**src/rtl/core/latched_chr_prg_bank_mapper_top_macros.svh**
```systemverilog
// Assertion macros shared by the mapper's RTL files.
// Needs nothing but a clock and an active-high reset name at each use.
`ifndef LATCHED_CHR_PRG_BANK_MAPPER_TOP_MACROS_SVH
`define LATCHED_CHR_PRG_BANK_MAPPER_TOP_MACROS_SVH

// Same-cycle implication, disabled while reset is high.
`define LCBM_ASSERT_NOW(lbl, clk, rst, ante, cons) \
  lbl: assert property (@(posedge clk) disable iff (rst) (ante) |-> (cons)) \
    else $error("mapper assertion failed");

// Next-cycle implication, disabled while reset is high.
`define LCBM_ASSERT_NEXT(lbl, clk, rst, ante, cons) \
  lbl: assert property (@(posedge clk) disable iff (rst) (ante) |=> (cons)) \
    else $error("mapper assertion failed");

`endif

```
**src/rtl/core/lcbm_pkg.sv**
```systemverilog
// Shared types and constants for the latched pattern/program bank mapper.
// Used by the front, queue, back and top-level modules; depends on nothing.
package lcbm_pkg;

  // Widths of the transaction fields.
  localparam int ADDR_W   = 16;
  localparam int DATA_W   = 8;
  localparam int OFS_W    = 17;
  localparam int TARGET_W = 2;
  localparam int BITS_W   = 3;
  localparam int KIND_W   = 3;

  // Bank geometry: 8 KiB program banks, 4 KiB pattern banks.
  localparam int PRG_OFS_W   = 13;
  localparam int CHR_OFS_W   = 12;
  localparam int PRG_BANK_W  = 4;
  localparam int CHR_BANK_W  = 5;
  localparam logic [BITS_W-1:0] PRG_BITS_MAX = 3'd4;
  localparam logic [BITS_W-1:0] CHR_BITS_MAX = 3'd5;

  // Default save RAM size in bytes.
  localparam int SAVE_RAM_BYTES_DEFAULT = 8192;

  // Decoupling queue depth.
  localparam int QUEUE_DEPTH = 2;

  // Access opcodes.
  localparam logic OP_READ  = 1'b0;
  localparam logic OP_WRITE = 1'b1;

  // Result targets.
  localparam logic [TARGET_W-1:0] TARGET_NONE = 2'd0;
  localparam logic [TARGET_W-1:0] TARGET_CHR  = 2'd1;
  localparam logic [TARGET_W-1:0] TARGET_PRG  = 2'd2;
  localparam logic [TARGET_W-1:0] TARGET_SRAM = 2'd3;

  // Access classes decided by the front end.
  localparam logic [KIND_W-1:0] KIND_NONE      = 3'd0;
  localparam logic [KIND_W-1:0] KIND_CHR_RD_LO = 3'd1;
  localparam logic [KIND_W-1:0] KIND_CHR_RD_HI = 3'd2;
  localparam logic [KIND_W-1:0] KIND_PRG_RD    = 3'd3;
  localparam logic [KIND_W-1:0] KIND_SRAM_RD   = 3'd4;
  localparam logic [KIND_W-1:0] KIND_SRAM_WR   = 3'd5;
  localparam logic [KIND_W-1:0] KIND_CHR_WR    = 3'd6;
  localparam logic [KIND_W-1:0] KIND_REG_WR    = 3'd7;

  // Register blocks, selected by the top address nibble on writes.
  localparam logic [3:0] BLK_PRG_SEL = 4'hA;
  localparam logic [3:0] BLK_LO_FD   = 4'hB;
  localparam logic [3:0] BLK_LO_FE   = 4'hC;
  localparam logic [3:0] BLK_HI_FD   = 4'hD;
  localparam logic [3:0] BLK_HI_FE   = 4'hE;
  localparam logic [3:0] BLK_MIRROR  = 4'hF;

  // Fixed program bank slots, selected by address bits 14:13.
  localparam logic [1:0] SLOT_SWITCH = 2'd0;
  localparam logic [1:0] SLOT_THIRD  = 2'd1;
  localparam logic [1:0] SLOT_SECOND = 2'd2;
  localparam logic [1:0] SLOT_LAST   = 2'd3;
  localparam logic [PRG_BANK_W-1:0] BANK_THIRD  = 4'hD;
  localparam logic [PRG_BANK_W-1:0] BANK_SECOND = 4'hE;
  localparam logic [PRG_BANK_W-1:0] BANK_LAST   = 4'hF;

  // Latch trigger addresses.
  localparam logic [ADDR_W-1:0] LATCH_LO_CLR = 16'h0FD8;
  localparam logic [ADDR_W-1:0] LATCH_LO_SET = 16'h0FE8;
  localparam logic [ADDR_W-4:0] LATCH_HI_CLR = 13'h03FB; // 0x1FD8-0x1FDF
  localparam logic [ADDR_W-4:0] LATCH_HI_SET = 13'h03FD; // 0x1FE8-0x1FEF

  // Configuration register indexes.
  localparam logic CFG_PRG_BANK_BITS = 1'b0;
  localparam logic CFG_CHR_BANK_BITS = 1'b1;

  // One classified access as it travels from front to back.
  typedef struct packed {
    logic [KIND_W-1:0] kind;
    logic              latch_clr;
    logic              latch_set;
    logic [ADDR_W-1:0] address;
    logic [DATA_W-1:0] data;
  } item_t;

endpackage

```
**src/rtl/core/lcbm_front.sv**
```systemverilog
// Front end of the mapper: accepts bus accesses and classifies them.
// Depends on lcbm_pkg; feeds lcbm_queue.
module lcbm_front (
  input  logic                         in_valid,
  output logic                         in_stall,
  input  logic                         opcode,
  input  logic [lcbm_pkg::ADDR_W-1:0]  address,
  input  logic [lcbm_pkg::DATA_W-1:0]  data_in,
  input  logic                         q_full,
  output logic                         push,
  output lcbm_pkg::item_t              push_item
);

  logic [lcbm_pkg::KIND_W-1:0] kind;
  logic                        latch_clr;
  logic                        latch_set;

  // Accept whenever the queue has room.
  assign in_stall = q_full;
  assign push     = in_valid && !q_full;

  // Decode the address region and access direction into a class.
  always_comb begin
    kind      = lcbm_pkg::KIND_NONE;
    latch_clr = 1'b0;
    latch_set = 1'b0;
    if (opcode == lcbm_pkg::OP_READ) begin
      if (address[15:12] == 4'h0) begin
        kind      = lcbm_pkg::KIND_CHR_RD_LO;
        latch_clr = (address == lcbm_pkg::LATCH_LO_CLR);
        latch_set = (address == lcbm_pkg::LATCH_LO_SET);
      end else if (address[15:12] == 4'h1) begin
        kind      = lcbm_pkg::KIND_CHR_RD_HI;
        latch_clr = (address[15:3] == lcbm_pkg::LATCH_HI_CLR);
        latch_set = (address[15:3] == lcbm_pkg::LATCH_HI_SET);
      end else if (address[15]) begin
        kind = lcbm_pkg::KIND_PRG_RD;
      end else if (address[14:13] == 2'b11) begin
        kind = lcbm_pkg::KIND_SRAM_RD;
      end
    end else begin
      if (address[15:13] == 3'b000) begin
        kind = lcbm_pkg::KIND_CHR_WR;
      end else if (address[15] && (address[14:13] != 2'b00)) begin
        kind = lcbm_pkg::KIND_REG_WR;
      end else if (address[15:13] == 3'b011) begin
        kind = lcbm_pkg::KIND_SRAM_WR;
      end
    end
  end

  assign push_item = '{kind: kind, latch_clr: latch_clr, latch_set: latch_set,
                       address: address, data: data_in};

endmodule

```
**src/rtl/core/lcbm_queue.sv**
```systemverilog
// Short FIFO that decouples the mapper's front and back ends.
// Depends on lcbm_pkg for the item type and depth.
module lcbm_queue (
  input  logic            clk,
  input  logic            rst,
  input  logic            push,
  input  lcbm_pkg::item_t push_item,
  output logic            full,
  input  logic            pop,
  output logic            q_valid,
  output lcbm_pkg::item_t head
);

  localparam int PTR_W = $clog2(lcbm_pkg::QUEUE_DEPTH);
  localparam int CNT_W = $clog2(lcbm_pkg::QUEUE_DEPTH + 1);
  localparam logic [CNT_W-1:0] DEPTH_CNT = CNT_W'(lcbm_pkg::QUEUE_DEPTH);
  localparam logic [PTR_W-1:0] LAST_PTR  = PTR_W'(lcbm_pkg::QUEUE_DEPTH - 1);

  lcbm_pkg::item_t   slots [lcbm_pkg::QUEUE_DEPTH];
  logic [PTR_W-1:0]  wr_ptr;
  logic [PTR_W-1:0]  rd_ptr;
  logic [CNT_W-1:0]  count;

  assign full    = (count == DEPTH_CNT);
  assign q_valid = (count != '0);
  assign head    = slots[rd_ptr];

  // Entry storage; written only on push.
  always_ff @(posedge clk) begin
    if (push) begin
      slots[wr_ptr] <= push_item;
    end
  end

  // Pointers and fill count.
  always_ff @(posedge clk) begin
    if (rst) begin
      wr_ptr <= '0;
      rd_ptr <= '0;
      count  <= '0;
    end else begin
      if (push) begin
        wr_ptr <= (wr_ptr == LAST_PTR) ? '0 : wr_ptr + 1'b1;
      end
      if (pop) begin
        rd_ptr <= (rd_ptr == LAST_PTR) ? '0 : rd_ptr + 1'b1;
      end
      if (push && !pop) begin
        count <= count + 1'b1;
      end else if (pop && !push) begin
        count <= count - 1'b1;
      end
    end
  end

endmodule

```
**src/rtl/core/lcbm_back.sv**
```systemverilog
// Back end of the mapper: holds bank state, translates each access and
// registers the result. Depends on lcbm_pkg; fed by lcbm_queue.
module lcbm_back #(
  parameter int SAVE_RAM_BYTES = lcbm_pkg::SAVE_RAM_BYTES_DEFAULT
) (
  input  logic                           clk,
  input  logic                           rst,
  input  logic                           cfg_write_enable,
  input  logic                           cfg_index,
  input  logic [lcbm_pkg::BITS_W-1:0]    cfg_data,
  input  logic                           q_valid,
  input  lcbm_pkg::item_t                head,
  output logic                           pop,
  output logic                           out_valid,
  input  logic                           out_stall,
  output logic [lcbm_pkg::TARGET_W-1:0]  target,
  output logic [lcbm_pkg::OFS_W-1:0]     offset,
  output logic                           write_strobe,
  output logic [lcbm_pkg::DATA_W-1:0]    data_out,
  output logic                           mirror_horiz,
  output logic                           out_of_range
);

  localparam int SRAM_CMP_W = lcbm_pkg::PRG_OFS_W + 1;
  localparam logic [SRAM_CMP_W-1:0] SRAM_LIMIT = SRAM_CMP_W'(SAVE_RAM_BYTES);

  // Configuration and bank state.
  logic [lcbm_pkg::BITS_W-1:0]     prg_bank_bits;
  logic [lcbm_pkg::BITS_W-1:0]     chr_bank_bits;
  logic                            latch_low_half;
  logic                            latch_high_half;
  logic [lcbm_pkg::CHR_BANK_W-1:0] chr_bank_low_fd;
  logic [lcbm_pkg::CHR_BANK_W-1:0] chr_bank_low_fe;
  logic [lcbm_pkg::CHR_BANK_W-1:0] chr_bank_high_fd;
  logic [lcbm_pkg::CHR_BANK_W-1:0] chr_bank_high_fe;
  logic [lcbm_pkg::PRG_BANK_W-1:0] prg_bank_select;
  logic                            mirror_state;

  logic [lcbm_pkg::BITS_W-1:0]     prg_eff;
  logic [lcbm_pkg::BITS_W-1:0]     chr_eff;
  logic [lcbm_pkg::PRG_BANK_W-1:0] prg_mask;
  logic [lcbm_pkg::CHR_BANK_W-1:0] chr_mask;
  logic [lcbm_pkg::PRG_BANK_W-1:0] prg_win_bank;
  logic [lcbm_pkg::CHR_BANK_W-1:0] chr_bank;

  logic [lcbm_pkg::TARGET_W-1:0]   target_next;
  logic [lcbm_pkg::OFS_W-1:0]      offset_next;
  logic                            strobe_next;
  logic                            oor_next;
  logic                            mirror_next;

  // Take the queue head whenever the output register is free or draining.
  assign pop = q_valid && (!out_valid || !out_stall);

  // Oversized bank counts clamp to the largest supported size.
  assign prg_eff  = (prg_bank_bits > lcbm_pkg::PRG_BITS_MAX) ? lcbm_pkg::PRG_BITS_MAX
                                                             : prg_bank_bits;
  assign chr_eff  = (chr_bank_bits > lcbm_pkg::CHR_BITS_MAX) ? lcbm_pkg::CHR_BITS_MAX
                                                             : chr_bank_bits;
  assign prg_mask = ~({lcbm_pkg::PRG_BANK_W{1'b1}} << prg_eff);
  assign chr_mask = ~({lcbm_pkg::CHR_BANK_W{1'b1}} << chr_eff);

  // Pattern bank chosen by the current latch of the addressed half.
  always_comb begin
    if (head.kind == lcbm_pkg::KIND_CHR_RD_HI) begin
      chr_bank = latch_high_half ? chr_bank_high_fe : chr_bank_high_fd;
    end else begin
      chr_bank = latch_low_half ? chr_bank_low_fe : chr_bank_low_fd;
    end
  end

  // Program bank: one switchable slot, then three fixed from the end.
  always_comb begin
    unique case (head.address[14:13])
      lcbm_pkg::SLOT_SWITCH: prg_win_bank = prg_bank_select;
      lcbm_pkg::SLOT_THIRD:  prg_win_bank = lcbm_pkg::BANK_THIRD;
      lcbm_pkg::SLOT_SECOND: prg_win_bank = lcbm_pkg::BANK_SECOND;
      lcbm_pkg::SLOT_LAST:   prg_win_bank = lcbm_pkg::BANK_LAST;
      default:               prg_win_bank = prg_bank_select;
    endcase
  end

  // Translate the access into a target, offset and strobe.
  always_comb begin
    target_next = lcbm_pkg::TARGET_NONE;
    offset_next = '0;
    strobe_next = 1'b0;
    oor_next    = 1'b0;
    mirror_next = mirror_state;
    unique case (head.kind)
      lcbm_pkg::KIND_CHR_RD_LO, lcbm_pkg::KIND_CHR_RD_HI: begin
        target_next = lcbm_pkg::TARGET_CHR;
        offset_next = {chr_bank & chr_mask, head.address[lcbm_pkg::CHR_OFS_W-1:0]};
      end
      lcbm_pkg::KIND_PRG_RD: begin
        target_next = lcbm_pkg::TARGET_PRG;
        offset_next = {prg_win_bank & prg_mask, head.address[lcbm_pkg::PRG_OFS_W-1:0]};
      end
      lcbm_pkg::KIND_SRAM_RD, lcbm_pkg::KIND_SRAM_WR: begin
        target_next = lcbm_pkg::TARGET_SRAM;
        offset_next = lcbm_pkg::OFS_W'(head.address[lcbm_pkg::PRG_OFS_W-1:0]);
        oor_next    = ({1'b0, head.address[lcbm_pkg::PRG_OFS_W-1:0]} >= SRAM_LIMIT);
        strobe_next = (head.kind == lcbm_pkg::KIND_SRAM_WR) && !oor_next;
      end
      lcbm_pkg::KIND_CHR_WR: begin
        // Pattern memory holds at least 8 KiB unless only one bank is present.
        target_next = lcbm_pkg::TARGET_CHR;
        offset_next = lcbm_pkg::OFS_W'(head.address[lcbm_pkg::PRG_OFS_W-1:0]);
        oor_next    = (chr_eff == '0) && head.address[lcbm_pkg::CHR_OFS_W];
        strobe_next = !oor_next;
      end
      lcbm_pkg::KIND_REG_WR: begin
        if (head.address[15:12] == lcbm_pkg::BLK_MIRROR) begin
          mirror_next = head.data[0];
        end
      end
      default: begin
        target_next = lcbm_pkg::TARGET_NONE;
      end
    endcase
  end

  // Configuration registers.
  always_ff @(posedge clk) begin
    if (rst) begin
      prg_bank_bits <= lcbm_pkg::PRG_BITS_MAX;
      chr_bank_bits <= lcbm_pkg::CHR_BITS_MAX;
    end else if (cfg_write_enable) begin
      if (cfg_index == lcbm_pkg::CFG_PRG_BANK_BITS) begin
        prg_bank_bits <= cfg_data;
      end
      if (cfg_index == lcbm_pkg::CFG_CHR_BANK_BITS) begin
        chr_bank_bits <= cfg_data;
      end
    end
  end

  // Bank state; latches flip after the current bank has been used.
  always_ff @(posedge clk) begin
    if (rst) begin
      latch_low_half   <= 1'b0;
      latch_high_half  <= 1'b0;
      chr_bank_low_fd  <= '0;
      chr_bank_low_fe  <= '0;
      chr_bank_high_fd <= '0;
      chr_bank_high_fe <= '0;
      prg_bank_select  <= '0;
      mirror_state     <= 1'b0;
    end else if (pop) begin
      mirror_state <= mirror_next;
      if (head.kind == lcbm_pkg::KIND_CHR_RD_LO) begin
        if (head.latch_clr) begin
          latch_low_half <= 1'b0;
        end
        if (head.latch_set) begin
          latch_low_half <= 1'b1;
        end
      end
      if (head.kind == lcbm_pkg::KIND_CHR_RD_HI) begin
        if (head.latch_clr) begin
          latch_high_half <= 1'b0;
        end
        if (head.latch_set) begin
          latch_high_half <= 1'b1;
        end
      end
      if (head.kind == lcbm_pkg::KIND_REG_WR) begin
        unique case (head.address[15:12])
          lcbm_pkg::BLK_PRG_SEL: prg_bank_select  <= head.data[lcbm_pkg::PRG_BANK_W-1:0];
          lcbm_pkg::BLK_LO_FD:   chr_bank_low_fd  <= head.data[lcbm_pkg::CHR_BANK_W-1:0];
          lcbm_pkg::BLK_LO_FE:   chr_bank_low_fe  <= head.data[lcbm_pkg::CHR_BANK_W-1:0];
          lcbm_pkg::BLK_HI_FD:   chr_bank_high_fd <= head.data[lcbm_pkg::CHR_BANK_W-1:0];
          lcbm_pkg::BLK_HI_FE:   chr_bank_high_fe <= head.data[lcbm_pkg::CHR_BANK_W-1:0];
          default: begin
            prg_bank_select <= prg_bank_select;
          end
        endcase
      end
    end
  end

  // Output valid flag.
  always_ff @(posedge clk) begin
    if (rst) begin
      out_valid <= 1'b0;
    end else if (pop) begin
      out_valid <= 1'b1;
    end else if (!out_stall) begin
      out_valid <= 1'b0;
    end
  end

  // Output payload register, loaded with each popped transaction.
  always_ff @(posedge clk) begin
    if (pop) begin
      target       <= target_next;
      offset       <= offset_next;
      write_strobe <= strobe_next;
      data_out     <= strobe_next ? head.data : '0;
      mirror_horiz <= mirror_next;
      out_of_range <= oor_next;
    end
  end

endmodule

```
**src/rtl/core/latched_chr_prg_bank_mapper_top.sv**
```systemverilog
// Flow: an accepted transaction is written into the queue, then popped into the output
// register once that register is free or draining. Throughput: one transaction per
// cycle while out_stall is low, set by the single back-end state update.
// Bank state updates as each access is popped, so the next access sees the new latch value.
// Reset: synchronous, active high; clears the queue, output valid and all bank state,
// and loads the bank-size registers with their largest settings. No clearing pass.
module latched_chr_prg_bank_mapper_top #(
  parameter int SAVE_RAM_BYTES = lcbm_pkg::SAVE_RAM_BYTES_DEFAULT
) (
  input  logic                           clk,
  input  logic                           rst,
  input  logic                           cfg_write_enable,
  input  logic                           cfg_index,
  input  logic [lcbm_pkg::BITS_W-1:0]    cfg_data,
  input  logic                           in_valid,
  output logic                           in_stall,
  input  logic                           opcode,
  input  logic [lcbm_pkg::ADDR_W-1:0]    address,
  input  logic [lcbm_pkg::DATA_W-1:0]    data_in,
  output logic                           out_valid,
  input  logic                           out_stall,
  output logic [lcbm_pkg::TARGET_W-1:0]  target,
  output logic [lcbm_pkg::OFS_W-1:0]     offset,
  output logic                           write_strobe,
  output logic [lcbm_pkg::DATA_W-1:0]    data_out,
  output logic                           mirror_horiz,
  output logic                           out_of_range
);

`include "latched_chr_prg_bank_mapper_top_macros.svh"

  logic            push;
  lcbm_pkg::item_t push_item;
  logic            q_full;
  logic            pop;
  logic            q_valid;
  lcbm_pkg::item_t head;

  // Front end: accept and classify.
  lcbm_front u_front (
    .in_valid  (in_valid),
    .in_stall  (in_stall),
    .opcode    (opcode),
    .address   (address),
    .data_in   (data_in),
    .q_full    (q_full),
    .push      (push),
    .push_item (push_item)
  );

  // Decoupling queue.
  lcbm_queue u_queue (
    .clk       (clk),
    .rst       (rst),
    .push      (push),
    .push_item (push_item),
    .full      (q_full),
    .pop       (pop),
    .q_valid   (q_valid),
    .head      (head)
  );

  // Back end: bank state, translation and output register.
  lcbm_back #(
    .SAVE_RAM_BYTES (SAVE_RAM_BYTES)
  ) u_back (
    .clk               (clk),
    .rst               (rst),
    .cfg_write_enable  (cfg_write_enable),
    .cfg_index         (cfg_index),
    .cfg_data          (cfg_data),
    .q_valid           (q_valid),
    .head              (head),
    .pop               (pop),
    .out_valid         (out_valid),
    .out_stall         (out_stall),
    .target            (target),
    .offset            (offset),
    .write_strobe      (write_strobe),
    .data_out          (data_out),
    .mirror_horiz      (mirror_horiz),
    .out_of_range      (out_of_range)
  );

  // A write is never strobed outside the target memory.
  `LCBM_ASSERT_NOW(a_oor_no_strobe, clk, rst, out_valid && out_of_range, !write_strobe)

  // Only pattern memory and save RAM take stores.
  `LCBM_ASSERT_NOW(a_strobe_target, clk, rst, out_valid && write_strobe,
                   (target == lcbm_pkg::TARGET_CHR) || (target == lcbm_pkg::TARGET_SRAM))

  // An accepted transaction is held in the queue on the next cycle.
  `LCBM_ASSERT_NEXT(a_push_lands, clk, rst, in_valid && !in_stall, q_valid)

  // A popped transaction always produces a valid result on the next cycle.
  `LCBM_ASSERT_NEXT(a_pop_result, clk, rst, pop, out_valid)

endmodule

```
**config.mk**
```make
export PLATFORM = sky130hd
export DESIGN_NAME = latched_chr_prg_bank_mapper_top
export DESIGN_NICKNAME = d
export VERILOG_FILES = /design/src/rtl/core/lcbm_pkg.sv /design/src/rtl/core/lcbm_front.sv /design/src/rtl/core/lcbm_queue.sv /design/src/rtl/core/lcbm_back.sv /design/src/rtl/core/latched_chr_prg_bank_mapper_top.sv
export VERILOG_INCLUDE_DIRS = /design/src /design/src/rtl/core
export SDC_FILE = /design/constraint.sdc
export NUM_CORES = 1
export LEC_CHECK = 0
export ABC_AREA = 0
export BUFFER_PORTS_ARGS = -buffer_cell sky130_fd_sc_hd__buf_2
export CORE_MARGIN = 3
export CORE_UTILIZATION = 62
export DETAILED_ROUTE_END_ITERATION = 12
export GPL_TIMING_DRIVEN = 0
export PLACE_DENSITY_LB_ADDON = 0.1
export SLEW_MARGIN = 20
export SYNTH_ARGS = -nofsm -noshare
export SYNTH_HDL_FRONTEND = slang
export SYNTH_HIERARCHICAL = 1
export SYNTH_SLANG_ARGS = --single-unit
```
**constraint.sdc**
```tcl
create_clock -name clk -period 4.63 [get_ports clk]
set_clock_uncertainty 0.1 [all_clocks]
set_input_delay 0.463 -clock clk [delete_from_list [all_inputs] [get_ports clk]]
set_output_delay 0.463 -clock clk [all_outputs]
set_load 0.01 [all_outputs]
```
**Yosys cells after proc, flatten, opt, wreduce, memory -nomap -nowiden**

Memories as Yosys holds them, arrays and structs flattened. A register that Yosys moved wholly into a read port is not among the register bits.
Index checks and enable logic that the tools add are counted.

- Bits in registers: 68
- Bits in writable memories: 58
- Bits of input ports: 34
- Output and inout bits: 32
- Word-level logic and storage cells: 130
- Memories: 1

Memories:

| name | depth | bits a word | rd ports | clocked after memory_dff | wr ports | RTL line | RTL |
|---|---|---|---|---|---|---|---|
| u_queue.slots | 2 | 29 | 1 | 1 | 1 | lcbm_queue.sv:19 | `lcbm_pkg::item_t slots [lcbm_pkg::QUEUE_DEPTH];` |

- Add/subtract/negate cells: 4
- $lt $le $gt $ge: 2
- Equal/unequal tests: 25
- Shift-type cells: 2
- Muxes and demuxes: 37
- Bitwise logic cells: 5
- Reduce and logical (&&, ||, !) cells: 34

Operators by type and width:

| cell | number |
|---|---|
| case mux 17 bit (3 select lines) | 1 |
| equality test 16 x 12 -> 1 bit (second input constant) | 2 |
| 2-to-1 mux 3 bit | 10 |
| equality test 13 x 10 -> 1 bit (second input constant) | 2 |
| equality test 4 bit (second input constant) | 6 |
| AND reduction 3 bit | 7 |
| 2-to-1 mux 1 bit | 18 |
| case mux 4 bit (4 select lines) | 1 |
| 2-to-1 mux 5 bit | 3 |
| equality test 3 bit (second input constant) | 4 |
| equality test 3 x 2 -> 1 bit (second input constant) | 3 |
| equality test 2 bit (second input constant) | 4 |
| nonzero test 2 bit | 4 |
| greater-than comparator 3 bit (second input constant) | 2 |
| logical AND 1 bit | 6 |
| zero test 1 bit | 6 |
| zero test 3 bit | 2 |
| case mux 2 bit (3 select lines) | 1 |
| OR reduction 3 bit | 2 |
| bitwise AND 5 bit | 1 |
| inverter 5 bit | 1 |
| << shifter 5 x 3 -> 5 bit (first input constant) | 1 |
| bitwise AND 4 bit | 1 |
| equality test 4 x 1 -> 1 bit (second input constant) | 1 |
| 16 further kinds | 20 |

**Depth between registers and ports, before layout**

- Word-level depth: 7
- Gate-level depth with buffers: 8
- Mapped depth without buffers: 8

**Cells and area by module**

The synthesis kept the hierarchy.

By module, submodules not included:

| module | instances | cells each | area each (sq um) | sequential area each (sq um) |
|---|---|---|---|---|
| lcbm_back | 1 | 245 | 2,886.5 | 1,581.5 |
| lcbm_queue | 1 | 112 | 2,302.2 | 1,841.8 |
| lcbm_front | 1 | 49 | 367.9 | 0.0 |

**Worst setup path after synthesis**

OpenSTA, ideal clock, no wires.

- Kind: register to register
- Start point: register u_queue.count[0]
- End point: memory u_queue/slots[0][0] in the netlist's numbering, enable pin
- Setup time: 0.418 ns
- Data arrival time: 2.175 ns
- Data required time: 4.112 ns
- Setup slack: 1.937 ns
- Stages on the path, launching flop included: 4
- Buffers on the path: 0
- Period minus slack after synthesis: 2.693 ns
- Cell sequence: dfxtp_1 -> and2b_2 -> nor2b_1 -> nor2b_1

- Longest elaborated chain between the ends: 5

Ends and longest elaborated chain:

| what | RTL line | RTL |
|---|---|---|
| start, declared | lcbm_queue.sv:22 | `logic [CNT_W-1:0] count;` |
| start signal, assigned | lcbm_queue.sv:49 | `count <= count + 1'b1;` |
| start signal, assigned | lcbm_queue.sv:51 | `count <= count - 1'b1;` |
| equality test 2 bit | lcbm_queue.sv:24 | `assign full = (count == DEPTH_CNT);` |
| via q_full | latched_chr_prg_bank_mapper_top.sv:34 | `logic q_full;` |
| zero test 1 bit | lcbm_front.sv:20 | `assign push = in_valid && !q_full;` |
| logical AND 1 bit | lcbm_front.sv:20 |  |
| via push | latched_chr_prg_bank_mapper_top.sv:32 | `logic push;` |
| 2-to-1 mux 1 bit | lcbm_queue.sv:30 | `if (push) begin` |
| 2-to-1 mux 1 bit (implied by the code) | lcbm_queue.sv:31 | `slots[wr_ptr] <= push_item;` |
| end, declared | lcbm_queue.sv:19 |  |

The timed path passes the listed nets, and every way through them passes these cells.

**Worst setup path in the final report**

- Start point: register u_queue.count[0]
- End point: register u_queue.count[1]

- Elaborated cells between the ends (all ways): 14
- Those cells by class: 2 x add/sub; 1 x eq/ne; 2 x mux; 9 x reduce/logical

RTL lines:

| what | RTL line | RTL |
|---|---|---|
| nonzero test 2 bit * | lcbm_queue.sv:25 | `assign q_valid = (count != '0);` |
| via q_valid | latched_chr_prg_bank_mapper_top.sv:36 | `logic q_valid;` |
| logical AND 1 bit * | lcbm_back.sv:53 | `assign pop = q_valid && (!out_valid \|\| !out_stall);` |
| via pop | latched_chr_prg_bank_mapper_top.sv:35 | `logic pop;` |
| zero test 1 bit | lcbm_queue.sv:48 | `if (push && !pop) begin` |
| logical AND 1 bit | lcbm_queue.sv:48 |  |
| 2-to-1 mux 2 bit / nonzero test 2 bit (equally long branches) | -- |  |

Mark *: on every way through the listed nets, which the timed path passes. The rest lies on a longest branch. The select of a mux whose other input is x is not followed.
A chain may end at the register's enable or synchronous reset.

==> flow_summary.yaml <==
logic_synthesis:
  avgSynthCellArea_um2: 13.7
  synth_edf_count: 88
  synth_cell_types: 54
  synth_cells: 406
  yosysWarnings: 6
  syn_nets: 442
  synth_top_flop_cell: "edfxtp_1"
  netlist_area_um2: 5560
  yosysSeqAreaShare_pct: 61.6
  synth_seq_cells: 127
  async_reset_ff_share_pct: 0
flow_run:
  drv_cap: 0
layout:
  final_cell_mix: "88 x edfxtp_1, 61 x buf_2, 39 x dfxtp_1"
  syn_to_final_growth_pct: 17.8
  diodes: 0
  multi_input_area_um2: 1830
  seqCellArea_um2: 3420
  nFillCells: 511
  post-route-util_pct: 77.4
  drive_above_1_share_pct: 33.5
  layout.nets: 519
  final_cells: 601
  final_common_cell: "edfxtp_1"
power_and_ir_drop:
  power_per_cell_area_nw_per_um2: 570
  switchingPower_mw: 1.12
  switching_share_pct: 29.9
  p_int_mw: 2.62
  pwr-share-seq_pct: 42.9
  p_leak_nw: 2.62
  pwr-share-comb_pct: 25.0
  power.share.clock_pct: 32.1
  ir_drop_mv: 0.353
clock_tree:
  clk_path_buf_depth: 2
  cts_num_sinks: 127
  numCtsBuffers: 17
  cts_tree: "built"
  cts_hold_buf: 0
  clock-root-buffer: "clkbuf_8"
  cts_htree_levels: 4
  post_cts_buffers: 0
  clk_latency_ps: 520
  ctsResizeCount: 0
  clk_pin_slew_ps: 60
placement:
  post-dp-hpwl_mm: 7.35
  io_buffer_count: 57
  dp.cells: 569
  dpl_worst_slack_ps: 2060
  gp_congestion: 0.863
setup_path:
  reg2reg_depth: 7
  cpPeakStageDelay_ps: 660
  rrSetupSlack_ps: 2060
  crit_start: "u_queue/count[0]$_SDFFE_PP0P_"
  cp_num_cells: 7
  cp_data_required_time_ps: 4980
  crit_family: "buffers and inverters"
  r2r_end: "u_queue/count[1]$_SDFFE_PP0P_"
  cp-end-kind: "flip-flop"
  path_cells: "or2_2 > a21bo_2 > inv_2 > inv_1 > ha_1 > or3_1 > a21oi_1"
  crit_fanout: 39
  slowest_stage: "inv_2"
  startpoint_type: "flip-flop"
  worst-path-buf-inv: 2
  cp_data_arrival_time_ps: 2920
  endpoint: "u_queue/count[1]$_SDFFE_PP0P_"
  regToRegStartpoint: "u_queue/count[0]$_SDFFE_PP0P_"
  criticalPathCategory: "reg -> reg"
floorplan:
  initial_utilization_pct: 65.6
  dieArea_um2: 10100
  num_rows: 33
  die_w_um: 101
  io_pins: 66
  core-area_um2: 8460
  die_h_um: 101
min_path:
  hp-class: "in -> reg"
grt:
  grt_pass1_vias: 3533
  gr-total-overflow: 0
  track_usage_pct: 23.2
  grt_pass1_wl_mm: 17.5
  grt_max_degree: 40
  antenna_found_initial: 0
routing:
  finalWirelength_mm: 11.2
  vias_per_cell: 5.73
  first_pass_iters: 4
  drc: 0
  detail_route.wl_per_cell_um: 18.6
  antenna_left: 0
  vias: 3441
  drtIter0Drc: 166
timing:
  setup_viol: 0
  slew_headroom_pct: 39.7
  worstMarginPinSlew_ps: 903
  drv_slew: 0
  layout_setup_ws_ps: 2060
  period_share_pct: 55.4
  max_freq_ghz: 0.390
  post-route-min-period_ps: 2570
  rsz0062_at_grt: "no"
  tns_ps: 0
  hold_viol: 0
status:
  status: "complete, no violations"
==> state kept, by name, summed over array words and instances, names as in the netlist, 3 cells and up, named ones only <==
| name | flops |
|---|---|
| u_back/data_out | 8 |
| u_back/chr_bank_low_fd | 5 |
| u_queue/slots | 58 |
| u_back/chr_bank_bits | 3 |
| u_back/offset | 17 |
| u_back/prg_bank_bits | 3 |
| u_back/prg_bank_select | 4 |
| u_back/chr_bank_high_fd | 5 |
| u_back/chr_bank_high_fe | 5 |
| u_back/chr_bank_low_fe | 5 |
==> synthesized netlist by cell type, types with 3 or more instances <==
cell type  count  area share (%)
nand2b_1      33             3.7
buf_2          4            0.36
mux2_4         3            0.81
edfxtp_1      88              48
nor2_1        14            0.95
a211o_1        3            0.47
xor2_1         3            0.47
and3_1        11             1.2
a21oi_1        8            0.72
inv_1          7            0.47
clkbuf_1       8            0.54
dfxtp_1       39              14
nand2_1        5            0.34
nand4_1        7            0.79
o21ai_0        3            0.27
and2_1        14             1.6
nor3_1         7            0.63
mux2i_1       38             6.8
o32ai_1        4            0.63
mux2_2        30             6.1
nor2b_1        6            0.68
buf_4         28             3.8
==> metrics by stage <==
step | hold WS, ps | power (mW) | instance area [um2]
finish | 23.3 | 3.73 | 6550
global placement | 356 | 2.50 | 5970
floorplan | 346 | 2.21 | 5560
global route | 2.34 | 3.90 | 6550
detailed placement | 365 | 2.55 | 6010
CTS | 4.66 | 3.76 | 6550
==> cells by family after synthesis <==
kind of cell             Yosys count  synth area share, %
flip-flops                       127                 61.6
AND/OR/NAND/NOR                  115                 12.8
multiplexers                      72                 13.9
buffers and inverters             50                 5.63
AO/OA/AOI/OAI                     35                 4.82
XOR/XNOR                           5                0.788
adder cells (fa/ha/maj)            2                0.450
==> power by group through the flow <==
stage	logic (mW)	clock network [mW]	registers [mW]
3_3_place_gp	0.888	0	1.61
2_1_floorplan	0.524	0	1.69
3_5_place_dp	0.925	0	1.62
5_1_grt	1.02	1.26	1.62
6_report	0.935	1.20	1.60
4_1_cts	0.938	1.22	1.60
==> worst min-delay path by stage <==
stage | start | to | depth (start not counted)
global placement | u_back/mirror_state$_SDFFE_PP0P_ | u_back/mirror_state$_SDFFE_PP0P_ | 2
floorplan | u_back/mirror_state$_SDFFE_PP0P_ | u_back/mirror_state$_SDFFE_PP0P_ | 2
CTS | data_in[5] | u_queue/slots[1][5]$_DFFE_PP_ | 1
global route | data_in[5] | u_queue/slots[0][5]$_DFFE_PP_ | 1
finish | data_in[5] | u_queue/slots[0][5]$_DFFE_PP_ | 1
detailed placement | u_back/prg_bank_select[3]$_SDFFE_PP0P_ | u_back/prg_bank_select[3]$_SDFFE_PP0P_ | 2
==> layout make-up <==
| type | instances | area share, % |
|---|---|---|
| plain buffers | 42 | 4.32 |
| repair buffers | 58 | 4.78 |
| clock buffers | 18 | 6.38 |
| well taps | 105 | 2.01 |
| multi-input cells | 229 | 27.9 |
| clock inverters | 14 | 1.83 |
| flip-flops and latches | 127 | 52.3 |
| inverters | 8 | 0.459 |
==> layer usage <==
layer | up-vias | track usage (%) | share of wire (%)
met5 | - | 0 | 0
met4 | 0 | 9.53 | 1.8
met3 | 20 | 6.92 | 5.6
met2 | 110 | 37.7 | 49
met1 | 1680 | 28.9 | 43
li1 | 1631 | - | -
Power figures use the tool's default switching activity.
